$ cat config.mk
export PLATFORM = sky130hd
export DESIGN_NAME = gpct_ctrl
export DESIGN_NICKNAME = d
export VERILOG_FILES = /design/src/rtl/gpct_pkg.sv /design/src/rtl/gpct_ctrl.sv
export SDC_FILE = /design/constraint.sdc
export NUM_CORES = 1
export LEC_CHECK = 0
export BUFFER_PORTS_ARGS = -buffer_cell sky130_fd_sc_hd__buf_2
export CORE_MARGIN = 3
export CORE_UTILIZATION = 42
export CTS_CLUSTER_DIAMETER = 100
export DETAILED_ROUTE_END_ITERATION = 10
export PLACE_DENSITY = 0.76
export SLEW_MARGIN = 10
export SYNTH_ARGS = -nofsm -noshare
export SYNTH_HDL_FRONTEND = slang
export SYNTH_SLANG_ARGS = --single-unit
export TNS_END_PERCENT = 100
$ cat constraint.sdc
create_clock -name clock -period 1.14 [get_ports clock]
set_input_delay 0.171 -clock clock [delete_from_list [all_inputs] [get_ports clock]]
set_output_delay 0.171 -clock clock [all_outputs]
set_load 0.02 [all_outputs]
$ cat src/rtl/gpct_pkg.sv
// package for the grid point collision table
// holds item structs, codes, controller interface and entry layout; no dependencies
`timescale 1ns / 1ps

package gpct_pkg;

   localparam int TABLE_ENTRIES = 1024;
   localparam int ID_BITS       = 16;
   localparam int COORD_BITS    = 16;
   localparam int IDX_BITS      = $clog2(TABLE_ENTRIES);
   localparam int CNT_BITS      = IDX_BITS + 1;
   localparam int KEY_BITS      = 2 * COORD_BITS;
   // entry word: used flag, key, body slot, horizontal slot, vertical slot (id, on, tag)
   localparam int ENTRY_BITS    = KEY_BITS + (ID_BITS + 1) * 3 + 2;

   localparam logic [2:0] OP_INSERT = 3'd0;
   localparam logic [2:0] OP_REMOVE = 3'd1;
   localparam logic [2:0] OP_UPDATE = 3'd2;
   localparam logic [2:0] OP_CHECK  = 3'd3;
   localparam logic [2:0] OP_WIRE   = 3'd4;
   localparam logic [2:0] OP_LOOP   = 3'd5;

   localparam logic [2:0] KIND_BODY  = 3'd0;
   localparam logic [2:0] KIND_ECONN = 3'd1;
   localparam logic [2:0] KIND_WCONN = 3'd2;
   localparam logic [2:0] KIND_HORIZ = 3'd3;
   localparam logic [2:0] KIND_VERT  = 3'd4;
   localparam logic [2:0] KIND_WPNT  = 3'd5;

   localparam logic [2:0] ST_OK       = 3'd0;
   localparam logic [2:0] ST_OCCUPIED = 3'd1;
   localparam logic [2:0] ST_MISMATCH = 3'd2;
   localparam logic [2:0] ST_TAG      = 3'd3;
   localparam logic [2:0] ST_UNKNOWN  = 3'd4;
   localparam logic [2:0] ST_FULL     = 3'd5;

   typedef struct packed {
      logic [2:0]         operation;
      logic signed [15:0] pos_x;
      logic signed [15:0] pos_y;
      logic signed [15:0] other_x;
      logic signed [15:0] other_y;
      logic [2:0]         item_kind;
      logic [15:0]        new_id;
      logic [15:0]        old_id;
   } req_type;

   typedef struct packed {
      logic [2:0]  status;
      logic        colliding;
      logic        wire_found;
      logic [15:0] wire_id;
   } rsp_type;

   typedef struct packed {
      logic                used;
      logic [KEY_BITS-1:0] key;
      logic                b_on;
      logic [ID_BITS-1:0]  b;
      logic                h_on;
      logic [ID_BITS-1:0]  h;
      logic                v_on;
      logic                v_tag;
      logic [ID_BITS-1:0]  v;
   } entry_type;

   // commands from controller to datapath
   typedef struct packed {
      logic init_step;   // clearing pass after reset
      logic load_req;    // capture item
      logic scan_clear;  // reset scan index and search results
      logic scan_step;   // advance scan, compare returned entry
      logic use_second;  // search for the second point
      logic save_first;  // keep first-point wire result
      logic apply;       // do the change write
      logic respond;     // drive result
   } cmd_type;

   typedef struct packed {
      logic init_done;   // every entry cleared
      logic scan_done;   // all entries compared
   } sts_type;

endpackage

$ cat src/rtl/gpct_ctrl.sv
// controller state machine sequencing clearing, scans, change and result
// depends on gpct_pkg
`timescale 1ns / 1ps

module gpct_ctrl import gpct_pkg::*; (
   input  logic       clock,
   input  logic       reset,
   input  logic       start,
   input  logic [2:0] operation,
   input  sts_type    sts,
   output cmd_type    cmd,
   output logic       busy,
   output logic       rsp_valid
);

   typedef enum logic [6:0] {
      S_INIT  = 7'b0000001,
      S_IDLE  = 7'b0000010,
      S_SCAN1 = 7'b0000100,
      S_CLR2  = 7'b0001000,
      S_SCAN2 = 7'b0010000,
      S_DONE  = 7'b0100000,
      S_OUT   = 7'b1000000
   } state_type;

   state_type  state_ff, state_in;
   logic [2:0] op_ff;
   logic       valid_ff;

   always_ff @(posedge clock) begin
      if (start && !busy) op_ff <= operation;
   end

   // next state and commands
   always_comb begin
      state_in = state_ff;
      cmd      = '0;
      case (state_ff)
         S_INIT: begin
            cmd.init_step = 1'b1;
            if (sts.init_done) state_in = S_IDLE;
         end
         S_IDLE: begin
            if (start) begin
               cmd.load_req   = 1'b1;
               cmd.scan_clear = 1'b1;
               state_in       = S_SCAN1;
            end
         end
         S_SCAN1: begin
            cmd.scan_step = 1'b1;
            if (sts.scan_done) begin
               if (op_ff == OP_LOOP) begin
                  cmd.save_first = 1'b1;
                  state_in       = S_CLR2;
               end else begin
                  state_in = S_DONE;
               end
            end
         end
         S_CLR2: begin
            cmd.use_second = 1'b1;
            cmd.scan_clear = 1'b1;
            state_in       = S_SCAN2;
         end
         S_SCAN2: begin
            cmd.use_second = 1'b1;
            cmd.scan_step  = 1'b1;
            if (sts.scan_done) state_in = S_DONE;
         end
         S_DONE: begin
            cmd.use_second = (op_ff == OP_LOOP);
            // only insert, remove and update change the table
            cmd.apply      = (op_ff == OP_INSERT) || (op_ff == OP_REMOVE) ||
                             (op_ff == OP_UPDATE);
            cmd.respond    = 1'b1;
            state_in       = S_OUT;
         end
         S_OUT: state_in = S_IDLE;
         default: state_in = S_IDLE;
      endcase
   end

   always_ff @(posedge clock) begin
      if (reset) begin
         state_ff <= S_INIT;
         valid_ff <= 1'b0;
      end else begin
         state_ff <= state_in;
         valid_ff <= cmd.respond;
      end
   end

   assign busy      = state_ff != S_IDLE;
   assign rsp_valid = valid_ff;

   // one result per item, and only right after the done state
   assert property (@(posedge clock) disable iff (reset)
      rsp_valid |-> $past(state_ff == S_DONE))
      else $error("result without done state");
   assert property (@(posedge clock) disable iff (reset)
      cmd.apply |-> op_ff <= OP_UPDATE)
      else $error("apply misuse");
   assert property (@(posedge clock) disable iff (reset)
      (state_ff == S_IDLE && start) |=> state_ff == S_SCAN1)
      else $error("start not taken");

endmodule

Yosys cells after proc, flatten, opt, wreduce, memory -nomap -nowiden

Index checks and enable logic that the tools add are counted.

Output and inout port bits: 10
Bits in registers: 11

Reductions and logical operators: 8
Eq/ne operators: 14
Multiplexer cells: 16

Operators with widths:

| kind                                                  | number |
|---|---|
| case mux 7 bit (6 select lines)                       | 1 |
| two-way mux 7 bit                                     | 4 |
| inequality test 2 bit, second input constant          | 4 |
| == test 7 x 1 -> 1 bit, second input constant         | 1 |
| == test 7 x 2 -> 1 bit, second input constant         | 1 |
| == test 7 x 3 -> 1 bit, second input constant         | 1 |
| == test 7 x 4 -> 1 bit, second input constant         | 1 |
| == test 7 x 5 -> 1 bit, second input constant         | 1 |
| == test 7 x 6 -> 1 bit, second input constant         | 1 |
| inequality test 7 x 2 -> 1 bit, second input constant | 1 |
| two-way mux 1 bit                                     | 6 |
| two-way mux 6 bit                                     | 1 |
| two-way mux 2 bit                                     | 2 |
| case mux 1 bit (2 select lines)                       | 2 |
| AND reduction 4 bit                                   | 1 |
| OR reduction 2 bit                                    | 2 |
| == test 3 x 1 -> 1 bit, second input constant         | 1 |
| == test 3 x 2 -> 1 bit, second input constant         | 1 |
| == test 3 bit, second input constant                  | 1 |
| zero test 3 bit                                       | 1 |
| logical OR 1 bit                                      | 2 |
| logical AND 1 bit                                     | 1 |
| zero test 1 bit                                       | 1 |

Longest topological paths before layout

Gate-level depths: netlist of the first run.

Word-level depth: 4
Depth in mapped cells: 4
Mapped depth without buffers: 4

Least setup slack after synthesis of the first run

No wires, ideal clock.

Path kind: register to output
From: reg state_ff[2]
To: out cmd[1] in the netlist's numbering
Data required time: 969 ps
Cell stages (with the launch flop): 5
Slack: -319 ps
Path buffers: 0
Data arrival time: 1288 ps
Cell sequence: dfxtp_1 -> nor3_4 -> nand2_2 -> or2_4 -> a211oi_2

RTL lines:

| what                     | line            | RTL |
|---|---|---|
| start: declaration       | gpct_ctrl.sv:26 | `state_type state_ff, state_in;` |
| start signal: assignment | gpct_ctrl.sv:89 | `state_ff <= state_in;` |
| end: declaration         | gpct_ctrl.sv:11 | `output cmd_type cmd,` |

==> impl_metrics.xml, run 1 <==
<?xml version="1.0" encoding="UTF-8"?>
<metrics>
  <group name="yosys">
    <metric name="main_combinational_cell_family_by_area_after_synthesis" unit="">simple AND/OR/NAND/NOR gates</metric>
    <metric name="muxShareOfSynthArea" unit="%">0</metric>
    <metric name="synth_area" unit="um2">576</metric>
    <metric name="yosys.area_share.simple" unit="%">35.2</metric>
    <metric name="synth_top_cells_by_area" unit="">sky130_fd_sc_hd__dfxtp_1, sky130_fd_sc_hd__edfxtp_1, sky130_fd_sc_hd__nand2b_1</metric>
    <metric name="synth_warnings" unit="">0</metric>
    <metric name="syn-instance-count" unit="">61</metric>
    <metric name="mappedNetlistNets" unit="">69</metric>
    <metric name="synth_most_common_cell" unit="">sky130_fd_sc_hd__dfxtp_1</metric>
    <metric name="synth.largest_area_cell" unit="">sky130_fd_sc_hd__dfxtp_1</metric>
    <metric name="synth-edff-count" unit="">3</metric>
    <metric name="syn_area_per_cell" unit="um2">9.44</metric>
    <metric name="synth_xor_xnor_area_share" unit="%">1.52</metric>
    <metric name="post_synth_top_flop" unit="">sky130_fd_sc_hd__dfxtp_1</metric>
    <metric name="post_synth_num_cell_types" unit="">32</metric>
    <metric name="synth_commonest_cells" unit="">sky130_fd_sc_hd__dfxtp_1, sky130_fd_sc_hd__nor2_1, sky130_fd_sc_hd__inv_1, sky130_fd_sc_hd__nand2b_1</metric>
    <metric name="synth-compound-area-share" unit="%">16.5</metric>
    <metric name="netlist.area_leader.share" unit="%">27.8</metric>
    <metric name="async_flop_share" unit="%">0</metric>
    <metric name="ys_seq_elements" unit="">11</metric>
    <metric name="arithmetic_cell_share_of_the_synthesized_area_counting_full_adders_half_adders_and_majority_gates" unit="%">0</metric>
    <metric name="synth_sequential_area_ratio" unit="%">43.5</metric>
  </group>
  <group name="detailed_routing">
    <metric name="drc" unit="">0</metric>
    <metric name="drt_pass1_iterations" unit="">4</metric>
    <metric name="drtIter0Drc" unit="">48</metric>
    <metric name="ant_nets" unit="">0</metric>
    <metric name="via_count" unit="">797</metric>
    <metric name="routed_wire_length_per_instance" unit="um">25.3</metric>
    <metric name="vias_per_cell" unit="">6.23</metric>
    <metric name="wirelength" unit="mm">3.24</metric>
  </group>
  <group name="placement">
    <metric name="port-buffer-count" unit="">17</metric>
    <metric name="placed_cells_incl_taps" unit="">107</metric>
    <metric name="globalplace.congestion" unit="">0.768</metric>
    <metric name="hpwlAfterDp" unit="mm">1.25</metric>
  </group>
  <group name="floorplanning">
    <metric name="fp.dieH" unit="um">43.0</metric>
    <metric name="rows" unit="">12</metric>
    <metric name="initial_core_util" unit="%">47.9</metric>
    <metric name="io_pins" unit="">18</metric>
    <metric name="fp.dieArea" unit="um2">1850</metric>
    <metric name="core" unit="um2">1200</metric>
    <metric name="chipWidth" unit="um">43.0</metric>
  </group>
  <group name="timing">
    <metric name="number_of_pins_exceeding_their_max_slew_limit_in_the_final_report" unit="">0</metric>
    <metric name="setup-violations-final" unit="">20</metric>
    <metric name="totalNegativeSetupSlack" unit="ps">-9430</metric>
    <metric name="timing.final.crit_share" unit="%">157</metric>
    <metric name="worst_slack" unit="ps">-648</metric>
    <metric name="hold_viol_final" unit="">0</metric>
    <metric name="maxClockFrequency" unit="MHz">559</metric>
    <metric name="maxSlewHeadroom" unit="%">70.2</metric>
    <metric name="worst_pin_slew" unit="ps">447</metric>
    <metric name="finClkSkew" unit="ps">0.654</metric>
    <metric name="setup_repair_after_global_routing_missed_its_margin" unit="">yes</metric>
    <metric name="finalWorstPathRequiredPeriod" unit="ps">1790</metric>
  </group>
  <group name="layout">
    <metric name="diodes_inserted" unit="">0</metric>
    <metric name="design.final.nets" unit="">123</metric>
    <metric name="fillCellCount" unit="">20</metric>
    <metric name="area.growth.synth_to_final" unit="%">102</metric>
    <metric name="postLayoutCoreUtil" unit="%">96.7</metric>
    <metric name="layout-drive-gt1-share" unit="%">72.8</metric>
    <metric name="fin_cells" unit="">128</metric>
  </group>
  <group name="setup_path">
    <metric name="cp-startpoint" unit="">state_ff[2]</metric>
    <metric name="timing_worst_setup_path_type" unit="">reg2out</metric>
    <metric name="worst-path-buf-inv" unit="">3</metric>
    <metric name="worst_setup_path_endpoint" unit="">cmd[4]</metric>
    <metric name="reg2reg_depth" unit="">9</metric>
    <metric name="critical-path-slowest-cell" unit="">sky130_fd_sc_hd__dfxtp_4</metric>
    <metric name="cp_slowest_stage_delay" unit="ps">380</metric>
    <metric name="reg2reg_to" unit="">state_ff[1]</metric>
    <metric name="worst-r2r-setup-slack" unit="ps">-550</metric>
    <metric name="worst-endpoint-arrival" unit="ps">1620</metric>
    <metric name="path_cells" unit="">buf_4 -&gt; and2b_2 -&gt; o211ai_1 -&gt; inv_1 -&gt; buf_6</metric>
    <metric name="end_kind" unit="">output pin</metric>
    <metric name="worst_reg2reg_path_startpoint" unit="">state_ff[2]</metric>
    <metric name="path_max_fanout" unit="">3</metric>
    <metric name="data_required_critical_path" unit="ps">970</metric>
    <metric name="cpLargestDelayFamily" unit="">buffers and inverters</metric>
    <metric name="critPathLaunchType" unit="">flip-flop</metric>
    <metric name="levels_on_crit_path" unit="">5</metric>
  </group>
  <group name="grt">
    <metric name="grt_use_total" unit="%">28.3</metric>
    <metric name="first_global_vias" unit="">736</metric>
    <metric name="antenna_found_initial" unit="">0</metric>
    <metric name="final_global_route_overflow_total" unit="">0</metric>
    <metric name="grt_max_degree" unit="">11</metric>
    <metric name="grt_pass1_wl" unit="mm">3.79</metric>
  </group>
  <group name="min_path">
    <metric name="worst_min_delay_path_class" unit="">in2reg</metric>
  </group>
  <group name="cts">
    <metric name="cts.sinks" unit="">11</metric>
    <metric name="ctsHtreeMaxLevel" unit="">1</metric>
    <metric name="clockBufferDepth" unit="">2</metric>
    <metric name="cts_hold_repair.buffers" unit="">0</metric>
    <metric name="cts_tree" unit="">yes</metric>
    <metric name="clk-insertion-delay-late" unit="ps">270</metric>
    <metric name="cts_inserted_buffers" unit="">3</metric>
    <metric name="clk_pin_slew" unit="ps">70</metric>
    <metric name="cts_root_buffer" unit="">sky130_fd_sc_hd__clkbuf_4</metric>
  </group>
  <group name="pwr">
    <metric name="leakagePower" unit="uW">0.000513</metric>
    <metric name="power.density_cell_area" unit="nW/um2">924</metric>
    <metric name="peakVddDrop" unit="uV">884</metric>
  </group>
  <group name="job">
    <metric name="cap_violations" unit="">0</metric>
  </group>
  <group name="status">
    <metric name="failed_checks" unit="">setup timing</metric>
    <metric name="status" unit="">complete, but fails checks</metric>
  </group>
</metrics>
logic make-up (layout without fill, tap and decap cells):
kind of cell	count (synthesis)	in the layout
xor gates and xnor gates	1	1
DFF	11	11
buffers and inverters	5	58
and+or+nand+nor	31	31
AOI/OAI and AO/OA	13	13
power by group:
group          switching, uW  leakage (uW)  internal [uW]
Sequential              26.9     0.0000967            414
Clock                    136     0.0000150            136
Combinational            175      0.000401            185
Total                    338      0.000513            734
cells in the final DEF, fill, tap and decap left out, drive strengths merged, types with 3 or more instances in the layout:
master  netlist  final
dfxtp         8      8
clkbuf        0      4
nor3          4      4
buf           1     50
nor2          5      5
nand2b        4      4
edfxtp        3      3
or2b          3      3
inv           4      4
cell type report:
type                    instances  area [um2]  area share, %
clock buffers                   4        26.3           2.26
inverters                       4        15.0           1.29
multi-input cells              45         408           35.1
flip-flops and latches         11         272           23.4
well taps                      14        17.5           1.51
repair buffers                 50         423           36.4
per-layer routing:
| layer | vias to the layer above | track usage, % | wire length, um |
|---|---|---|---|
| met5 | - | 0 | 0 |
| met4 | 0 | 3.01 | 140 |
| met3 | 16 | 9.75 | 264 |
| met2 | 66 | 49.7 | 1650 |
| met1 | 390 | 34.3 | 1180 |
| li1 | 325 | - | - |
state kept, by name, summed over array words and instances (netlist names):
| register | flops |
|---|---|
| state_ff | 7 |
| op_ff | 3 |
| rsp_valid | 1 |
worst min path at each step:
stage,startpoint,to,slack [ps],cells after the start
final,operation[2],op_ff[2],80,1
after floorplan,operation[0],op_ff[0],270,0
after detailed placement,operation[1],op_ff[1],350,1
after global routing,operation[2],op_ff[2],80,1
after global placement,operation[0],op_ff[0],350,1
after CTS,operation[1],op_ff[1],70,1
stage by stage:
stage,hold slack [ps],worst slack (ps),power [uW],instance area (um2)
6_report,82.6,-648,1070,1160
3_3_place_gp,348,-192,634,815
3_5_place_dp,350,-269,645,815
2_1_floorplan,270,-247,548,596
5_1_grt,80.6,-687,1110,1160
4_1_cts,69.1,-510,976,1060
timing repair:
| item | in CTS | in global routing |
|---|---|---|
| pin swaps | 5 | 5 |
| hold endpoints to repair | 0 | 0 |
| endpoints found under the setup margin | 19 | 20 |
| setup buffers | 11 | 10 |
| resized for setup | 39 | 19 |
(Power assumes the default switching activity.)
==> run 2: changes to the inputs <==
--- a/config.mk
+++ b/config.mk
@@ -6,7 +6,7 @@
 export NUM_CORES = 1
 export LEC_CHECK = 0
 export BUFFER_PORTS_ARGS = -buffer_cell sky130_fd_sc_hd__buf_2
-export CORE_MARGIN = 3
+export CORE_MARGIN = 5
 export CORE_UTILIZATION = 42
 export CTS_CLUSTER_DIAMETER = 100
 export DETAILED_ROUTE_END_ITERATION = 10
==> run 2 against run 1 <==
The run still ends with setup timing left. Non-clock buffer count shrank 7. Worst setup slack better by 110 ps. Hold slack got worse by 7.8 ps. Highest routed layer unchanged.
==> impl_metrics.xml, run 2 (same netlist as run 1, synthesis figures left out) <==
<?xml version="1.0" encoding="UTF-8"?>
<metrics>
  <group name="layout">
    <metric name="largest_register_ff_count" unit="">7</metric>
    <metric name="design.final.nets" unit="">116</metric>
    <metric name="area.growth.synth_to_final" unit="%">88.5</metric>
    <metric name="largest-register" unit="">state_ff</metric>
    <metric name="postLayoutCoreUtil" unit="%">83.4</metric>
    <metric name="fin_cells" unit="">122</metric>
    <metric name="diodes_inserted" unit="">0</metric>
    <metric name="layout.cells.most_common" unit="">sky130_fd_sc_hd__buf_4</metric>
    <metric name="layout-drive-gt1-share" unit="%">70.1</metric>
    <metric name="most-common-layout-cells" unit="">sky130_fd_sc_hd__buf_4, sky130_fd_sc_hd__buf_6, sky130_fd_sc_hd__buf_2</metric>
  </group>
  <group name="timing">
    <metric name="worst_slack" unit="ps">-542</metric>
    <metric name="setup_repair_after_global_routing_missed_its_margin" unit="">yes</metric>
    <metric name="finalWorstPathRequiredPeriod" unit="ps">1680</metric>
    <metric name="number_of_pins_exceeding_their_max_slew_limit_in_the_final_report" unit="">0</metric>
    <metric name="setup-violations-final" unit="">20</metric>
    <metric name="finClkSkew" unit="ps">1.08</metric>
    <metric name="timing.final.crit_share" unit="%">148</metric>
    <metric name="worst_pin_slew" unit="ps">331</metric>
    <metric name="maxSlewHeadroom" unit="%">77.9</metric>
    <metric name="hold_viol_final" unit="">0</metric>
    <metric name="maxClockFrequency" unit="MHz">594</metric>
  </group>
  <group name="cts">
    <metric name="clockBufferDepth" unit="">2</metric>
    <metric name="cts.sinks" unit="">11</metric>
    <metric name="ctsHtreeMaxLevel" unit="">1</metric>
    <metric name="clk-insertion-delay-late" unit="ps">270</metric>
    <metric name="cts_tree" unit="">yes</metric>
    <metric name="cts_root_buffer" unit="">sky130_fd_sc_hd__clkbuf_4</metric>
    <metric name="cts_inserted_buffers" unit="">3</metric>
    <metric name="cts_hold_repair.buffers" unit="">0</metric>
    <metric name="clk_pin_slew" unit="ps">70</metric>
  </group>
  <group name="pwr">
    <metric name="combinational_share_of_power" unit="%">31.8</metric>
    <metric name="switching_share" unit="%">30.0</metric>
    <metric name="clock_power_share" unit="%">25.5</metric>
    <metric name="share_seq_of_total_power" unit="%">42.7</metric>
    <metric name="power.density_cell_area" unit="nW/um2">952</metric>
    <metric name="peakVddDrop" unit="uV">794</metric>
    <metric name="leakagePower" unit="uW">0.000502</metric>
    <metric name="cell_internal_pwr" unit="uW">723</metric>
    <metric name="switching_power" unit="uW">310</metric>
  </group>
  <group name="setup_path">
    <metric name="path_max_fanout" unit="">4</metric>
    <metric name="reg2reg_to" unit="">state_ff[5]</metric>
    <metric name="worst_reg2reg_path_startpoint" unit="">state_ff[0]</metric>
    <metric name="data_required_critical_path" unit="ps">970</metric>
    <metric name="reg2reg_depth" unit="">7</metric>
    <metric name="timing_worst_setup_path_type" unit="">reg2out</metric>
    <metric name="worst-r2r-setup-slack" unit="ps">-290</metric>
    <metric name="worst-endpoint-arrival" unit="ps">1510</metric>
    <metric name="critPathLaunchType" unit="">flip-flop</metric>
    <metric name="end_kind" unit="">output pin</metric>
  </group>
  <group name="floorplanning">
    <metric name="io_pins" unit="">18</metric>
    <metric name="rows" unit="">13</metric>
    <metric name="core" unit="um2">1300</metric>
    <metric name="fp.dieH" unit="um">47.0</metric>
    <metric name="fp.dieArea" unit="um2">2210</metric>
    <metric name="initial_core_util" unit="%">44.2</metric>
    <metric name="chipWidth" unit="um">47.0</metric>
  </group>
  <group name="detailed_routing">
    <metric name="drtIter0Drc" unit="">8</metric>
    <metric name="met2_wirelength" unit="mm">1.09</metric>
    <metric name="routedLengthMet1" unit="um">876</metric>
    <metric name="vias_per_cell" unit="">5.47</metric>
    <metric name="drc" unit="">0</metric>
    <metric name="met3WireLength" unit="um">104</metric>
    <metric name="route.top_layer_used" unit="">met4</metric>
    <metric name="via_count" unit="">667</metric>
    <metric name="ant_nets" unit="">0</metric>
    <metric name="drt_pass1_iterations" unit="">4</metric>
    <metric name="wirelength" unit="mm">2.08</metric>
    <metric name="routed_wire_length_per_instance" unit="um">17.1</metric>
  </group>
  <group name="placement">
    <metric name="pre_cts_ws" unit="ps">-214</metric>
    <metric name="placed_cells_incl_taps" unit="">110</metric>
    <metric name="hpwlAfterDp" unit="mm">1.09</metric>
    <metric name="globalplace.congestion" unit="">0.776</metric>
    <metric name="port-buffer-count" unit="">17</metric>
  </group>
  <group name="status">
    <metric name="status" unit="">complete, but fails checks</metric>
    <metric name="failed_checks" unit="">setup timing</metric>
  </group>
  <group name="grt">
    <metric name="grt_pass1_wl" unit="mm">2.97</metric>
    <metric name="grt_max_degree" unit="">11</metric>
    <metric name="final_global_route_overflow_total" unit="">0</metric>
    <metric name="antenna_found_initial" unit="">0</metric>
    <metric name="first_global_vias" unit="">662</metric>
    <metric name="grt_use_total" unit="%">20.1</metric>
  </group>
  <group name="min_path">
    <metric name="hold_path.startpoint" unit="">operation[2]</metric>
    <metric name="worst_hold_path.num_cells" unit="">1</metric>
    <metric name="worst_min_delay_path_class" unit="">in2reg</metric>
    <metric name="worst_hold_path.endpoint" unit="">op_ff[2]</metric>
  </group>
  <group name="job">
    <metric name="cap_violations" unit="">0</metric>
  </group>
</metrics>
run 2: final cells by class:
cell class | instances | area [um2]
clock inverters | 1 | 5.00
inverters | 4 | 15.0
repair buffers | 43 | 352
clock buffers | 3 | 22.5
fillers | 75 | 216
flip-flops and latches | 11 | 263
multi-input cells | 45 | 409
well taps | 15 | 18.8
run 2: through the flow:
| step | TNS (ps) | power [uW] | instance area (um2) | hold WS, ps |
|---|---|---|---|---|
| after global routing | -7750 | 1080 | 1080 | 57.9 |
| after CTS | -5150 | 986 | 996 | 64.9 |
| after global placement | -1890 | 644 | 831 | 348 |
| final | -6200 | 1030 | 1080 | 74.8 |
| after floorplan | -1120 | 548 | 596 | 270 |
| after detailed placement | -2250 | 650 | 831 | 349 |
run 2: timing repair:
action | in CTS | in global routing
resized for setup | 29 | 17
pin swaps | 7 | 3
buffers inserted | 7 | 2
cloned | 0 | 0
endpoints found under the setup margin | 19 | 20
run 2: per-layer routing:
layer  global-route usage (%)  up-vias
met5                        0        -
met2                     33.3       25
met3                     6.13        2
met4                     6.08        0
li1                         -      315
met1                     25.1      325
run 2: worst max-delay path by stage:
| stage | from | end | slack (ps) | cells past startpoint |
|---|---|---|---|---|
| global placement | state_ff[2] | cmd[1] | -200 | 5 |
| global route | state_ff[2] | cmd[5] | -610 | 5 |
| detailed placement | state_ff[2] | cmd[1] | -210 | 5 |
| finish | state_ff[4] | cmd[1] | -540 | 5 |
| CTS | state_ff[6] | cmd[1] | -460 | 5 |
| floorplan | state_ff[2] | cmd[1] | -250 | 4 |
run 2: power by group through the flow:
stage               combinational, uW  clock, uW  sequential, uW
floorplan                         107          0             441
global placement                  205          0             439
detailed placement                210          0             440
CTS                               274        275             436
global route                      347        289             442
finish                            329        264             441
run 2: worst max-delay path: stages (launching register included):
cell	delay (ps)
sky130_fd_sc_hd__dfxtp_4	360
sky130_fd_sc_hd__nor3_4	210
sky130_fd_sc_hd__nand2_2	90
sky130_fd_sc_hd__or2_4	260
sky130_fd_sc_hd__a211oi_4	170
sky130_fd_sc_hd__buf_6	150
==> run 3: changes to the inputs <==
--- a/config.mk
+++ b/config.mk
@@ -6,7 +6,6 @@
 export NUM_CORES = 1
 export LEC_CHECK = 0
 export BUFFER_PORTS_ARGS = -buffer_cell sky130_fd_sc_hd__buf_2
-export CORE_MARGIN = 5
 export CORE_UTILIZATION = 42
 export CTS_CLUSTER_DIAMETER = 100
 export DETAILED_ROUTE_END_ITERATION = 10
==> constraint.sdc (replaced) <==
create_clock -name clock -period 1.4 [get_ports clock]
set_input_delay 0.21 -clock clock [delete_from_list [all_inputs] [get_ports clock]]
set_output_delay 0.21 -clock clock [all_outputs]
set_load 0.02 [all_outputs]
==> run 3 against run 2 <==
The run still ends with setup timing left. Final area decreased by 14%. Global-route usage increased by 1.4 points. Sequential share of layout area increased by 3.8 points. Total power decreased by 26%. First-iteration DRC count increased by 88%. Combinational power decreased by 43%. Clock skew increased by 1.3 ps. Sequential power decreased by 18%. Worst setup slack improved by 250 ps. Register-to-register slack improved by 300 ps. Critical path depth unchanged. Largest power group unchanged.
==> impl_metrics.xml, run 3 (same netlist as run 1, synthesis figures left out) <==
<?xml version="1.0" encoding="UTF-8"?>
<metrics>
  <group name="status">
    <metric name="status" unit="">complete, but fails checks</metric>
    <metric name="failed_checks" unit="">setup timing</metric>
  </group>
  <group name="timing">
    <metric name="maxSlewHeadroom" unit="%">81.1</metric>
    <metric name="setup_repair_after_global_routing_missed_its_margin" unit="">yes</metric>
    <metric name="finalWorstPathRequiredPeriod" unit="ps">1690</metric>
    <metric name="number_of_pins_exceeding_their_max_slew_limit_in_the_final_report" unit="">0</metric>
    <metric name="worst_slack" unit="ps">-289</metric>
    <metric name="setup-violations-final" unit="">9</metric>
    <metric name="hold_viol_final" unit="">0</metric>
    <metric name="maxClockFrequency" unit="MHz">592</metric>
    <metric name="timing.final.crit_share" unit="%">121</metric>
    <metric name="worst_pin_slew" unit="ps">282</metric>
    <metric name="totalNegativeSetupSlack" unit="ps">-1890</metric>
    <metric name="finClkSkew" unit="ps">2.37</metric>
  </group>
  <group name="grt">
    <metric name="grt_use_total" unit="%">21.5</metric>
    <metric name="grt.met3_usage" unit="%">8.67</metric>
    <metric name="antenna_found_initial" unit="">0</metric>
    <metric name="final_global_route_overflow_total" unit="">0</metric>
    <metric name="grt.busiest_layer" unit="">met2</metric>
    <metric name="grt_util_met2" unit="%">35.8</metric>
    <metric name="first_global_vias" unit="">516</metric>
    <metric name="grt_max_degree" unit="">11</metric>
    <metric name="gr-usage-met1" unit="%">25.5</metric>
    <metric name="grt_pass1_wl" unit="mm">2.13</metric>
  </group>
  <group name="pwr">
    <metric name="power" unit="uW">767</metric>
    <metric name="power.density_cell_area" unit="nW/um2">825</metric>
    <metric name="peakVddDrop" unit="uV">599</metric>
    <metric name="leakagePower" unit="uW">0.000411</metric>
  </group>
  <group name="placement">
    <metric name="globalplace.congestion" unit="">0.763</metric>
    <metric name="port-buffer-count" unit="">17</metric>
    <metric name="pre_cts_ws" unit="ps">-19.4</metric>
    <metric name="hpwlAfterDp" unit="um">961</metric>
    <metric name="postPlaceCellArea" unit="um2">749</metric>
  </group>
  <group name="job">
    <metric name="cap_violations" unit="">0</metric>
  </group>
  <group name="detailed_routing">
    <metric name="wirelength" unit="mm">1.58</metric>
    <metric name="drc" unit="">0</metric>
    <metric name="routed_wire_length_per_instance" unit="um">14.3</metric>
    <metric name="drt_pass1_iterations" unit="">4</metric>
    <metric name="ant_nets" unit="">0</metric>
    <metric name="via_count" unit="">602</metric>
    <metric name="drtIter0Drc" unit="">15</metric>
    <metric name="vias_per_cell" unit="">5.47</metric>
  </group>
  <group name="cts">
    <metric name="ctsHtreeMaxLevel" unit="">1</metric>
    <metric name="cts_inserted_buffers" unit="">3</metric>
    <metric name="cts_tree" unit="">yes</metric>
    <metric name="clockBufferDepth" unit="">2</metric>
    <metric name="clk-insertion-delay-late" unit="ps">270</metric>
    <metric name="clk_pin_slew" unit="ps">70</metric>
    <metric name="cts_root_buffer" unit="">sky130_fd_sc_hd__clkbuf_4</metric>
    <metric name="cts_hold_repair.buffers" unit="">0</metric>
    <metric name="cts.sinks" unit="">11</metric>
  </group>
  <group name="setup_path">
    <metric name="timing_worst_setup_path_type" unit="">reg2out</metric>
    <metric name="critPathLaunchType" unit="">flip-flop</metric>
    <metric name="path_cells" unit="">nor3_4 -&gt; nand2_2 -&gt; or2_4 -&gt; a211oi_4 -&gt; buf_6</metric>
    <metric name="data_required_critical_path" unit="ps">1190</metric>
    <metric name="worst-endpoint-arrival" unit="ps">1480</metric>
    <metric name="cp_slowest_stage_delay" unit="ps">340</metric>
    <metric name="end_kind" unit="">output pin</metric>
    <metric name="path_max_fanout" unit="">2</metric>
    <metric name="critical-path-slowest-cell" unit="">sky130_fd_sc_hd__dfxtp_2</metric>
  </group>
  <group name="layout">
    <metric name="largest_register_ff_count" unit="">7</metric>
    <metric name="area.growth.synth_to_final" unit="%">61.5</metric>
    <metric name="post_layout_instance_area" unit="um2">930</metric>
    <metric name="design.final.nets" unit="">105</metric>
    <metric name="largest-register" unit="">state_ff</metric>
    <metric name="most-common-layout-cells" unit="">sky130_fd_sc_hd__buf_4, sky130_fd_sc_hd__buf_2, sky130_fd_sc_hd__buf_6</metric>
    <metric name="layout.cells.most_common" unit="">sky130_fd_sc_hd__buf_4</metric>
    <metric name="postLayoutCoreUtil" unit="%">78.4</metric>
    <metric name="diodes_inserted" unit="">0</metric>
    <metric name="layout-drive-gt1-share" unit="%">63.5</metric>
    <metric name="fillCellCount" unit="">72</metric>
  </group>
  <group name="floorplanning">
    <metric name="initial_core_util" unit="%">48.5</metric>
    <metric name="fp.dieH" unit="um">39.0</metric>
    <metric name="io_pins" unit="">18</metric>
    <metric name="fp.dieArea" unit="um2">1520</metric>
    <metric name="chipWidth" unit="um">39.0</metric>
    <metric name="core" unit="um2">1190</metric>
    <metric name="rows" unit="">12</metric>
  </group>
  <group name="min_path">
    <metric name="worst_min_delay_path_class" unit="">in2reg</metric>
  </group>
</metrics>
[run 3: area by class of cell]
type | count | area, um2 | share of cell area (%)
Clock buffer | 3 | 22.5 | 2.42
Sequential cell | 11 | 260 | 28.0
Tap cell | 14 | 17.5 | 1.88
Timing Repair Buffer | 32 | 248 | 26.6
Clock inverter | 1 | 5.00 | 0.538
Multi-Input combinational cell | 45 | 362 | 38.9
Inverter | 4 | 15.0 | 1.62
[run 3: power breakdown]
| group | internal [uW] | switching [uW] |
|---|---|---|
| logic | 99.0 | 89.9 |
| clock network | 106 | 113 |
| registers | 340 | 19.8 |
| total | 545 | 222 |
[run 3: timing repair]
action / in CTS / in global routing
setup buffers: 3 / 5
pin swaps: 7 / 5
endpoints found under the setup margin: 9 / 16
resized for setup: 21 / 16
[run 3: stage by stage]
stage | instances | hold WS [ps]
6_report | 110 | 109
5_1_grt | 110 | 89.6
4_1_cts | 107 | 105
3_5_place_dp | 100 | 389
3_3_place_gp | 100 | 387
2_1_floorplan | 61 | 309
[run 3: worst paths after layout]
kind / from / end / slack, ps / depth (start not counted)
worst max-delay path: state_ff[6] / cmd[1] / -290 / 5
worst min register to register: state_ff[1] / state_ff[1] / 550 / 2
worst min-delay path: operation[1] / op_ff[1] / 110 / 1
worst max register to register: state_ff[6] / op_ff[2] / 10 / 5
[run 3: critical path, delay by kind of cell, from the launching register on]
| kind | cells | cell delay (ps) |
|---|---|---|
| and+or+nand+nor | 3 | 560 |
| DFF | 1 | 340 |
| buffers and inverters | 1 | 140 |
| AOI/OAI and AO/OA | 1 | 160 |
[run 3: routing by layer]
metal,up-vias,part of all wire (%)
li1,289,-
met1,291,45
met2,19,49
met3,3,5.4
met4,0,0.44
met5,-,0
